===== config.mk =====
export PLATFORM = sky130hd
export DESIGN_NAME = step_dir_pulse_generator
export DESIGN_NICKNAME = d
export VERILOG_FILES = /design/src/hdl/sdpg_pkg.sv /design/src/hdl/sdpg_div.sv /design/src/hdl/step_dir_pulse_generator.sv
export SDC_FILE = /design/constraint.sdc
export NUM_CORES = 2
export LEC_CHECK = 0
export BUFFER_PORTS_ARGS = -buffer_cell sky130_fd_sc_hd__buf_4
export CAP_MARGIN = 20
export CORE_AREA = 2 2 193 232
export DETAILED_ROUTE_END_ITERATION = 10
export DIE_AREA = 0 0 195 234
export HOLD_SLACK_MARGIN = 0.08
export PLACE_DENSITY = 0.94
export SLEW_MARGIN = 0
export SYNTH_ARGS = -nofsm -noshare
export SYNTH_HDL_FRONTEND = slang
export SYNTH_SLANG_ARGS = --single-unit
export TNS_END_PERCENT = 1

===== constraint.sdc =====
create_clock -name i_clk -period 15.6 [get_ports i_clk]
set_input_delay 3.12 -clock i_clk [delete_from_list [all_inputs] [get_ports i_clk]]
set_output_delay 3.12 -clock i_clk [all_outputs]
set_load 0.01 [all_outputs]

===== src/hdl/sdpg_pkg.sv =====
// Shared constants, request/result types and register indexes for the step/dir generator.
package sdpg_pkg;

    // Timing constants in microsecond ticks, and field widths
    localparam int unsigned MIN_PULSE_US = 5;
    localparam int unsigned GUARD_US     = 0;
    localparam int unsigned PH_W         = 26;
    localparam int unsigned STEPS_W      = 31;
    localparam int unsigned POS_W        = 32;
    localparam int unsigned REG_W        = 16;

    localparam logic [PH_W-1:0] HIGH_TICKS =
        PH_W'((MIN_PULSE_US < 1) ? 1 : MIN_PULSE_US);
    localparam logic [PH_W-1:0] LOW_SUB = PH_W'(MIN_PULSE_US + GUARD_US);

    // Serial divider width and microseconds in one minute
    localparam int unsigned DIV_W = 32;
    localparam int unsigned CNT_W = $clog2(DIV_W + 1);
    localparam logic [DIV_W-1:0] US_PER_MINUTE = DIV_W'(60000000);

    // Request kinds
    localparam logic [1:0] REQ_TICK   = 2'd0;
    localparam logic [1:0] REQ_MOVE   = 2'd1;
    localparam logic [1:0] REQ_SETPOS = 2'd2;

    // Configuration register indexes
    localparam int unsigned CFG_IDX_W = 2;
    localparam logic [CFG_IDX_W-1:0] CFG_SPEED  = 2'd0;
    localparam logic [CFG_IDX_W-1:0] CFG_SPR    = 2'd1;
    localparam logic [CFG_IDX_W-1:0] CFG_ENABLE = 2'd2;

    // Input item
    typedef struct packed {
        logic [1:0]        req_type;
        logic signed [31:0] step_count;
        logic signed [31:0] new_position;
    } t_req;

    // Result item
    typedef struct packed {
        logic               step_pin;
        logic               dir_pin;
        logic               enable_pin;
        logic               busy_res;
        logic               cmd_rejected;
        logic signed [31:0] position;
        logic [15:0]        step_in_rev;
    } t_res;

endpackage


===== src/hdl/sdpg_div.sv =====
// Bit-serial restoring divider: one quotient bit per cycle.
module sdpg_div (
    input  logic                          i_clk,
    input  logic                          i_rst_n,
    input  logic                          i_start,
    input  logic [sdpg_pkg::DIV_W-1:0]    i_dividend,
    input  logic [sdpg_pkg::DIV_W-1:0]    i_divisor,
    output logic                          o_done,
    output logic [sdpg_pkg::DIV_W-1:0]    o_quo,
    output logic [sdpg_pkg::DIV_W-1:0]    o_rem
);

    logic [sdpg_pkg::CNT_W-1:0] r_cnt;
    logic                       r_done;
    logic [sdpg_pkg::DIV_W-1:0] r_rem;
    logic [sdpg_pkg::DIV_W-1:0] r_quo;
    logic [sdpg_pkg::DIV_W-1:0] r_dvs;

    logic [sdpg_pkg::DIV_W:0]   trial;
    logic [sdpg_pkg::DIV_W:0]   diff;
    logic                       fits;

    // One shift-subtract step
    always_comb begin
        trial = {r_rem, r_quo[sdpg_pkg::DIV_W-1]};
        diff  = trial - {1'b0, r_dvs};
        fits  = (trial >= {1'b0, r_dvs});
    end

    // Control: bit counter and done pulse
    always_ff @(posedge i_clk) begin
        if (!i_rst_n) begin
            r_cnt  <= '0;
            r_done <= 1'b0;
        end else begin
            r_done <= (r_cnt == sdpg_pkg::CNT_W'(1));
            if (i_start) begin
                r_cnt <= sdpg_pkg::CNT_W'(sdpg_pkg::DIV_W);
            end else if (r_cnt != '0) begin
                r_cnt <= r_cnt - sdpg_pkg::CNT_W'(1);
            end
        end
    end

    // Datapath: remainder and quotient shift registers
    always_ff @(posedge i_clk) begin
        if (i_start) begin
            r_rem <= '0;
            r_quo <= i_dividend;
            r_dvs <= i_divisor;
        end else if (r_cnt != '0) begin
            r_rem <= fits ? diff[sdpg_pkg::DIV_W-1:0] : trial[sdpg_pkg::DIV_W-1:0];
            r_quo <= {r_quo[sdpg_pkg::DIV_W-2:0], fits};
        end
    end

    assign o_done = r_done;
    assign o_quo  = r_quo;
    assign o_rem  = r_rem;

endmodule


===== src/hdl/step_dir_pulse_generator.sv =====
// Top level: step/dir pulse generator with config registers, sequencer and output register.
// Sequence: a tick, set-position, refused or unused item passes S_REVS, S_REV and S_OUT;
//   an accepted move passes S_PER (period division), S_REV (step_in_rev division), S_OUT.
//   The input stalls outside S_IDLE, also while S_OUT waits on an output stall; the shared
//   32-bit serial divider (one quotient bit per cycle) does both divisions.
// Reset (i_rst_n low, synchronous): position, motion state and output valid clear;
//   speed_rpm = 60, steps_per_rev = 200, enable_level = 1.
module step_dir_pulse_generator (
    input  logic                               i_clk,
    input  logic                               i_rst_n,
    input  logic                               i_in_valid,
    output logic                               o_in_stall,
    input  sdpg_pkg::t_req                     i_in_data,
    output logic                               o_out_valid,
    input  logic                               i_out_stall,
    output sdpg_pkg::t_res                     o_out_data,
    input  logic                               i_cfg_valid,
    output logic                               o_cfg_ready,
    input  logic [sdpg_pkg::CFG_IDX_W-1:0]     i_cfg_index,
    input  logic [sdpg_pkg::REG_W-1:0]         i_cfg_data
);

    typedef enum logic [4:0] {
        S_IDLE = 5'b00001,
        S_PER  = 5'b00010,
        S_REVS = 5'b00100,
        S_REV  = 5'b01000,
        S_OUT  = 5'b10000
    } t_state;

    t_state r_state, n_state;

    // Configuration registers
    logic [sdpg_pkg::REG_W-1:0] r_speed;
    logic [sdpg_pkg::REG_W-1:0] r_spr;
    logic                       r_en;

    // Motion state
    logic [sdpg_pkg::POS_W-1:0]   r_position, n_position;
    logic [sdpg_pkg::STEPS_W-1:0] r_steps_left, n_steps_left;
    logic [sdpg_pkg::PH_W-1:0]    r_period;
    logic [sdpg_pkg::PH_W-1:0]    r_phase, n_phase;
    logic                         r_pulse_high, n_pulse_high;
    logic                         r_dir, n_dir;
    logic                         r_rej, n_rej;
    logic [15:0]                  r_sir;

    // Output register
    logic                         r_out_valid;
    sdpg_pkg::t_res               r_out;

    logic                         in_acc;
    logic                         busy;
    logic                         out_free;
    logic [sdpg_pkg::PH_W-1:0]    ph_dec;
    logic [sdpg_pkg::PH_W-1:0]    low_ticks;
    logic [sdpg_pkg::POS_W-1:0]   cnt_neg;
    logic [sdpg_pkg::STEPS_W-1:0] mag;
    logic [31:0]                  prod;
    logic [sdpg_pkg::POS_W-1:0]   pos_mag;
    logic [15:0]                  rem16;
    logic [15:0]                  sir_calc;

    logic                         div_start;
    logic [sdpg_pkg::DIV_W-1:0]   div_dvd;
    logic [sdpg_pkg::DIV_W-1:0]   div_dvs;
    logic                         div_done;
    logic [sdpg_pkg::DIV_W-1:0]   div_quo;
    logic [sdpg_pkg::DIV_W-1:0]   div_rem;

    assign o_in_stall  = (r_state != S_IDLE);
    assign in_acc      = i_in_valid && !o_in_stall;
    assign o_cfg_ready = 1'b1;
    assign out_free    = !r_out_valid || !i_out_stall;
    assign busy        = (r_steps_left != '0) || (r_phase != '0);

    // Config register writes
    always_ff @(posedge i_clk) begin
        if (!i_rst_n) begin
            r_speed <= sdpg_pkg::REG_W'(60);
            r_spr   <= sdpg_pkg::REG_W'(200);
            r_en    <= 1'b1;
        end else if (i_cfg_valid) begin
            case (i_cfg_index)
                sdpg_pkg::CFG_SPEED:  r_speed <= i_cfg_data;
                sdpg_pkg::CFG_SPR:    r_spr   <= i_cfg_data;
                sdpg_pkg::CFG_ENABLE: r_en    <= i_cfg_data[0];
                default: ;
            endcase
        end
    end

    // Helper values for the motion update
    always_comb begin
        ph_dec    = r_phase - sdpg_pkg::PH_W'(1);
        low_ticks = (r_period > sdpg_pkg::LOW_SUB) ? (r_period - sdpg_pkg::LOW_SUB)
                                                   : sdpg_pkg::PH_W'(1);
        cnt_neg   = 32'd0 - 32'(i_in_data.step_count);
        if (i_in_data.step_count[31]) begin
            mag = cnt_neg[31] ? {sdpg_pkg::STEPS_W{1'b1}} : cnt_neg[30:0];
        end else begin
            mag = i_in_data.step_count[30:0];
        end
        prod    = 32'(r_speed) * 32'(r_spr);
        pos_mag = r_position[31] ? (32'd0 - r_position) : r_position;
    end

    // Motion update on an input transfer
    always_comb begin
        n_position   = r_position;
        n_steps_left = r_steps_left;
        n_phase      = r_phase;
        n_pulse_high = r_pulse_high;
        n_dir        = r_dir;
        n_rej        = r_rej;
        if (in_acc) begin
            n_rej = 1'b0;
            case (i_in_data.req_type)
                sdpg_pkg::REQ_TICK: begin
                    if (r_phase != '0) begin
                        n_phase = ph_dec;
                        if (ph_dec == '0) begin
                            if (r_pulse_high) begin
                                n_pulse_high = 1'b0;
                                n_position   = r_dir ? (r_position + 32'd1)
                                                     : (r_position - 32'd1);
                                n_steps_left = r_steps_left - sdpg_pkg::STEPS_W'(1);
                                n_phase      = low_ticks;
                            end else if (r_steps_left != '0) begin
                                n_pulse_high = 1'b1;
                                n_phase      = sdpg_pkg::HIGH_TICKS;
                            end
                        end
                    end
                end
                sdpg_pkg::REQ_MOVE: begin
                    if (busy) begin
                        n_rej = 1'b1;
                    end else begin
                        n_dir        = !i_in_data.step_count[31];
                        n_steps_left = mag;
                        if (mag != '0) begin
                            n_pulse_high = 1'b1;
                            n_phase      = sdpg_pkg::HIGH_TICKS;
                        end
                    end
                end
                sdpg_pkg::REQ_SETPOS: begin
                    if (busy) begin
                        n_rej = 1'b1;
                    end else begin
                        n_position = i_in_data.new_position;
                    end
                end
                default: ;
            endcase
        end
    end

    // Divider operand selection
    always_comb begin
        div_start = 1'b0;
        div_dvd   = pos_mag;
        div_dvs   = {16'd0, r_spr};
        if (in_acc && !busy && (i_in_data.req_type == sdpg_pkg::REQ_MOVE)) begin
            div_start = 1'b1;
            div_dvd   = sdpg_pkg::US_PER_MINUTE;
            div_dvs   = (prod == 32'd0) ? 32'd1 : prod;
        end else if (((r_state == S_PER) && div_done) || (r_state == S_REVS)) begin
            div_start = 1'b1;
        end
    end

    // Position modulo steps per revolution, folded for negative positions
    always_comb begin
        rem16 = div_rem[15:0];
        if (r_spr == '0) begin
            sir_calc = '0;
        end else if (r_position[31] && (rem16 != '0)) begin
            sir_calc = r_spr - rem16;
        end else begin
            sir_calc = rem16;
        end
    end

    // Sequencer next state
    always_comb begin
        n_state = r_state;
        case (r_state)
            S_IDLE: begin
                if (in_acc) begin
                    n_state = div_start ? S_PER : S_REVS;
                end
            end
            S_PER:  if (div_done) n_state = S_REV;
            S_REVS: n_state = S_REV;
            S_REV:  if (div_done) n_state = S_OUT;
            S_OUT:  if (out_free) n_state = S_IDLE;
            default: n_state = S_IDLE;
        endcase
    end

    // Control and motion registers
    always_ff @(posedge i_clk) begin
        if (!i_rst_n) begin
            r_state      <= S_IDLE;
            r_position   <= '0;
            r_steps_left <= '0;
            r_period     <= '0;
            r_phase      <= '0;
            r_pulse_high <= 1'b0;
            r_dir        <= 1'b0;
            r_rej        <= 1'b0;
            r_out_valid  <= 1'b0;
        end else begin
            r_state      <= n_state;
            r_position   <= n_position;
            r_steps_left <= n_steps_left;
            r_phase      <= n_phase;
            r_pulse_high <= n_pulse_high;
            r_dir        <= n_dir;
            r_rej        <= n_rej;
            if ((r_state == S_PER) && div_done) begin
                r_period <= div_quo[sdpg_pkg::PH_W-1:0];
            end
            if ((r_state == S_OUT) && out_free) begin
                r_out_valid <= 1'b1;
            end else if (!i_out_stall) begin
                r_out_valid <= 1'b0;
            end
        end
    end

    // Result payload
    always_ff @(posedge i_clk) begin
        if ((r_state == S_REV) && div_done) begin
            r_sir <= sir_calc;
        end
        if ((r_state == S_OUT) && out_free) begin
            r_out.step_pin     <= r_pulse_high;
            r_out.dir_pin      <= r_dir;
            r_out.enable_pin   <= r_en;
            r_out.busy_res     <= busy;
            r_out.cmd_rejected <= r_rej;
            r_out.position     <= r_position;
            r_out.step_in_rev  <= r_sir;
        end
    end

    assign o_out_valid = r_out_valid;
    assign o_out_data  = r_out;

    sdpg_div u_div (
        .i_clk      (i_clk),
        .i_rst_n    (i_rst_n),
        .i_start    (div_start),
        .i_dividend (div_dvd),
        .i_divisor  (div_dvs),
        .o_done     (div_done),
        .o_quo      (div_quo),
        .o_rem      (div_rem)
    );

    // One item at a time: a transfer closes the input until the result is out
    a_acc_stall: assert property (@(posedge i_clk) disable iff (!i_rst_n)
        in_acc |=> o_in_stall)
        else $error("input accepted while an item is in flight");

    // Divider finishes only while the sequencer waits for it
    a_div_done: assert property (@(posedge i_clk) disable iff (!i_rst_n)
        div_done |-> ((r_state == S_PER) || (r_state == S_REV)))
        else $error("divider done outside a divide state");

    // A high step pulse always has time left on the phase timer
    a_pulse_timer: assert property (@(posedge i_clk) disable iff (!i_rst_n)
        r_pulse_high |-> (r_phase != '0))
        else $error("step pulse high with expired phase timer");

    // A new result appears only out of the output state
    a_out_src: assert property (@(posedge i_clk) disable iff (!i_rst_n)
        $rose(o_out_valid) |-> $past(r_state == S_OUT))
        else $error("result valid raised outside the output state");

endmodule

==> results.py <==
metrics = {
    "timing": {
        "hold_viol": 0,
        "period_needed_ns": 7.596,
        "fin_crit_sh_pct": 48.69,
        "setup_viol": 0,
        "fin_skew_ns": 0.04032,
        "worst_pin_slew_ns": 1.168,
        "hold_ws_ns": 0.4182,
        "relSlewSlack_pct": 22.16,
        "rsz0062_at_grt": "false",
        "finalMaxSlewViolations": 0,
        "layout_setup_ws_ns": 8.004,
        "tns_ns": 0,
        "fmax_mhz": 131.6,
    },
    "placed_design": {
        "gp_congestion": 0.9787,
        "placed_area_um2": 30850,
        "dp.cells": 4076,
        "dp_hpwl_mm": 59.59,
        "place_ws_ns": 8.137,
        "portBuffers": 143,
    },
    "synthesis": {
        "synthSimpleGateAreaFrac_pct": 20.36,
        "synth.mux.area_fraction_pct": 1.022,
        "ys_seq_area_share_pct": 26.73,
        "synth_top_family_by_area": "adder cells",
        "syn-cell-area_um2": 29620,
        "synthAdderAreaFrac_pct": 21.46,
        "yosysWarnings": 0,
        "yosysUniqueCellTypes": 87,
        "dominantRegCellSynth": "dfxtp_1",
        "synth-seq-cells": 329,
        "synthCells": 3539,
        "synthArstFlopShare_pct": 0,
        "synth_edf_count": 133,
        "synth_xor_area_share_pct": 5.026,
        "synth_fp_nets": 4018,
        "syn_area_per_cell_um2": 8.371,
        "synth-compound-area-share_pct": 18.33,
    },
    "power_and_ir_drop": {
        "p_leak_nw": 14.01,
        "total_power_mw": 4.680,
        "power_density_nw_per_um2": 145.4,
        "ir_drop_mv": 0.09058,
    },
    "clocking": {
        "clock-root-buffer": "clkbuf_16",
        "post_cts_buffers": 0,
        "post_cts_resized": 0,
        "cts_tree": "built",
        "worstSkewPairLatency_ns": 0.59,
        "cts_buffers": 37,
        "clk_pin_slew_ns": 0.06,
        "clockBufferDepth": 3,
        "hold_buffers": 0,
        "htreeDepth": 2,
        "numClockSinks": 329,
    },
    "detailed_routing": {
        "wl_per_cell_um": 20.11,
        "routed_wl_mm": 83.45,
        "firstDrtPassIters": 8,
        "vias_per_cell": 6.529,
        "ant_nets": 0,
        "route.vias.total": 27090,
        "drc_errors": 0,
        "initialDrtViolationCount": 2905,
    },
    "flow_run": {
        "maxCapViolations": 0,
    },
    "hold_path": {
        "hp-class": "reg -> reg",
    },
    "worst_setup_path": {
        "cp.arrival_ns": 7.90,
        "cp.required_ns": 15.91,
        "cp_max_fo": 20,
        "crit_type": "reg -> reg",
        "end_kind": "flop",
        "worst_setup_path_start_kind": "flop",
    },
    "floorplan": {
        "rows": 84,
        "die_h_um": 234,
        "start_util_pct": 68.08,
        "core_um2": 43510,
        "die-area_um2": 45630,
        "die_x_um": 195,
        "ios": 145,
    },
    "global_route": {
        "grt_usage_pct": 35.91,
        "grt-ovfl-total": 0,
        "grt_pass1_vias": 26470,
        "antenna_found_initial": 5,
        "grt_max_degree": 82,
        "grt_pass1_wl_mm": 133.0,
    },
    "cells_and_area": {
        "fin_area_um2": 32190,
        "area_delta_synth_final_pct": 8.671,
        "final_cell_mix": "463 x nand2_1, 359 x inv_1, 240 x a21oi_1",
        "drive_above_1_share_pct": 8.531,
        "fillers": 2984,
        "utilization_pct": 73.99,
        "final_common_cell": "nand2_1",
        "final_cells": 4149,
        "seq_area_um2": 7918,
        "final_nets": 4037,
        "multi_input_area_um2": 19650,
    },
    "outcome": {
        "outcome": "finished, final reports clean",
    },
}
sequential cells by signal, summed over array words and instances, names as in the netlist, 26 cells and up:
| name | flops |
|---|---|
| o_out_data | 53 |
| u_div.o_quo | 32 |
| u_div.r_dvs | 32 |
| r_position | 32 |
| r_steps_left | 31 |
| u_div.o_rem | 32 |
| r_phase | 26 |
| r_period | 26 |
worst max-delay path, stage by stage (launching register included):
cell	delay (ns)
dfxtp_1	0.79
nand2_1	0.19
fa_1	0.55
fa_1	0.59
fa_1	0.45
fa_1	0.50
inv_1	0.06
fa_1	0.53
inv_1	0.06
fa_1	0.53
inv_1	0.04
ha_1	0.37
a21oi_1	0.49
o21ai_0	0.16
a211oi_1	0.49
o31ai_1	0.16
xnor2_1	0.20
and3b_1	0.17
nor4bb_1	0.32
nand4_1	0.17
o21ai_0	0.43
nor2b_1	0.10
layer usage:
layer  vias up  share of wire, %  GRT usage, %
met5         -             0.016             0
met4         2               6.3         21.06
met3       464               9.0         6.630
met2      1660                48         60.85
met1     12700                37         43.11
li1      12260                 -             -
report_power, final:
part	total (mW)	internal [mW]	switching [mW]
Clock	0.937	0.539	0.398
Sequential	1.26	1.09	0.165
Combinational	2.48	0.970	1.51
cell usage after synthesis, drive strengths merged (14+ instances only):
library cell	count	area share, %
nand4	26	0.55
inv	361	4.6
nor2b	20	0.42
a21o	49	1.2
clkbuf	157	2.0
o211ai	23	0.58
nand3b	20	0.51
a31oi	20	0.44
ha	193	8.2
a221oi	14	0.47
nand2	465	5.9
or3	38	0.80
fa	197	13
nor3	85	1.4
buf	27	0.49
or4	14	0.38
dfxtp	196	13
mux2i	19	0.64
xor2	83	2.5
edfxtp	133	13
xnor2	87	2.6
nor2	230	2.9
nand2b	24	0.51
nor4	42	1.0
o31ai	23	0.60
a21oi	243	4.1
a211oi	74	2.1
and3	23	0.49
o41ai	17	0.50
nand3	64	1.1
o21a	15	0.38
o21ai	205	3.5
and2	148	3.1
path summary, 6_finish.rpt:
| kind | from | endpoint | slack (ns) | depth (start not counted) |
|---|---|---|---|---|
| max | r_spr[1]$_SDFFE_PN0P_ | u_div.r_dvs[23]$_SDFFCE_PP0N_ | 8.00 | 21 |
| min | r_sir[0]$_SDFFCE_PN0P_ | o_out_data[0]$_DFFE_PP_ | 0.42 | 0 |
| max reg2reg | r_spr[1]$_SDFFE_PN0P_ | u_div.r_dvs[23]$_SDFFCE_PP0N_ | 8.00 | 21 |
| min reg2reg | r_sir[0]$_SDFFCE_PN0P_ | o_out_data[0]$_DFFE_PP_ | 0.42 | 0 |
cell families after synthesis:
family / Yosys count
DFF: 329
AOI/OAI and AO/OA: 831
other: 1
xor gates and xnor gates: 170
muxes: 29
buffers and inverters: 546
adders and majority gates: 390
and+or+nand+nor: 1243
final cells by class:
class | count | share of cell area (%)
multi-input cells | 2664 | 61.05
clock buffers | 46 | 3.140
diodes | 3 | 0.02332
flip-flops and latches | 329 | 24.59
repair buffers | 164 | 3.898
well taps | 559 | 2.173
clock inverters | 22 | 0.8978
inverters | 362 | 4.225
(Power assumes the default switching activity.)
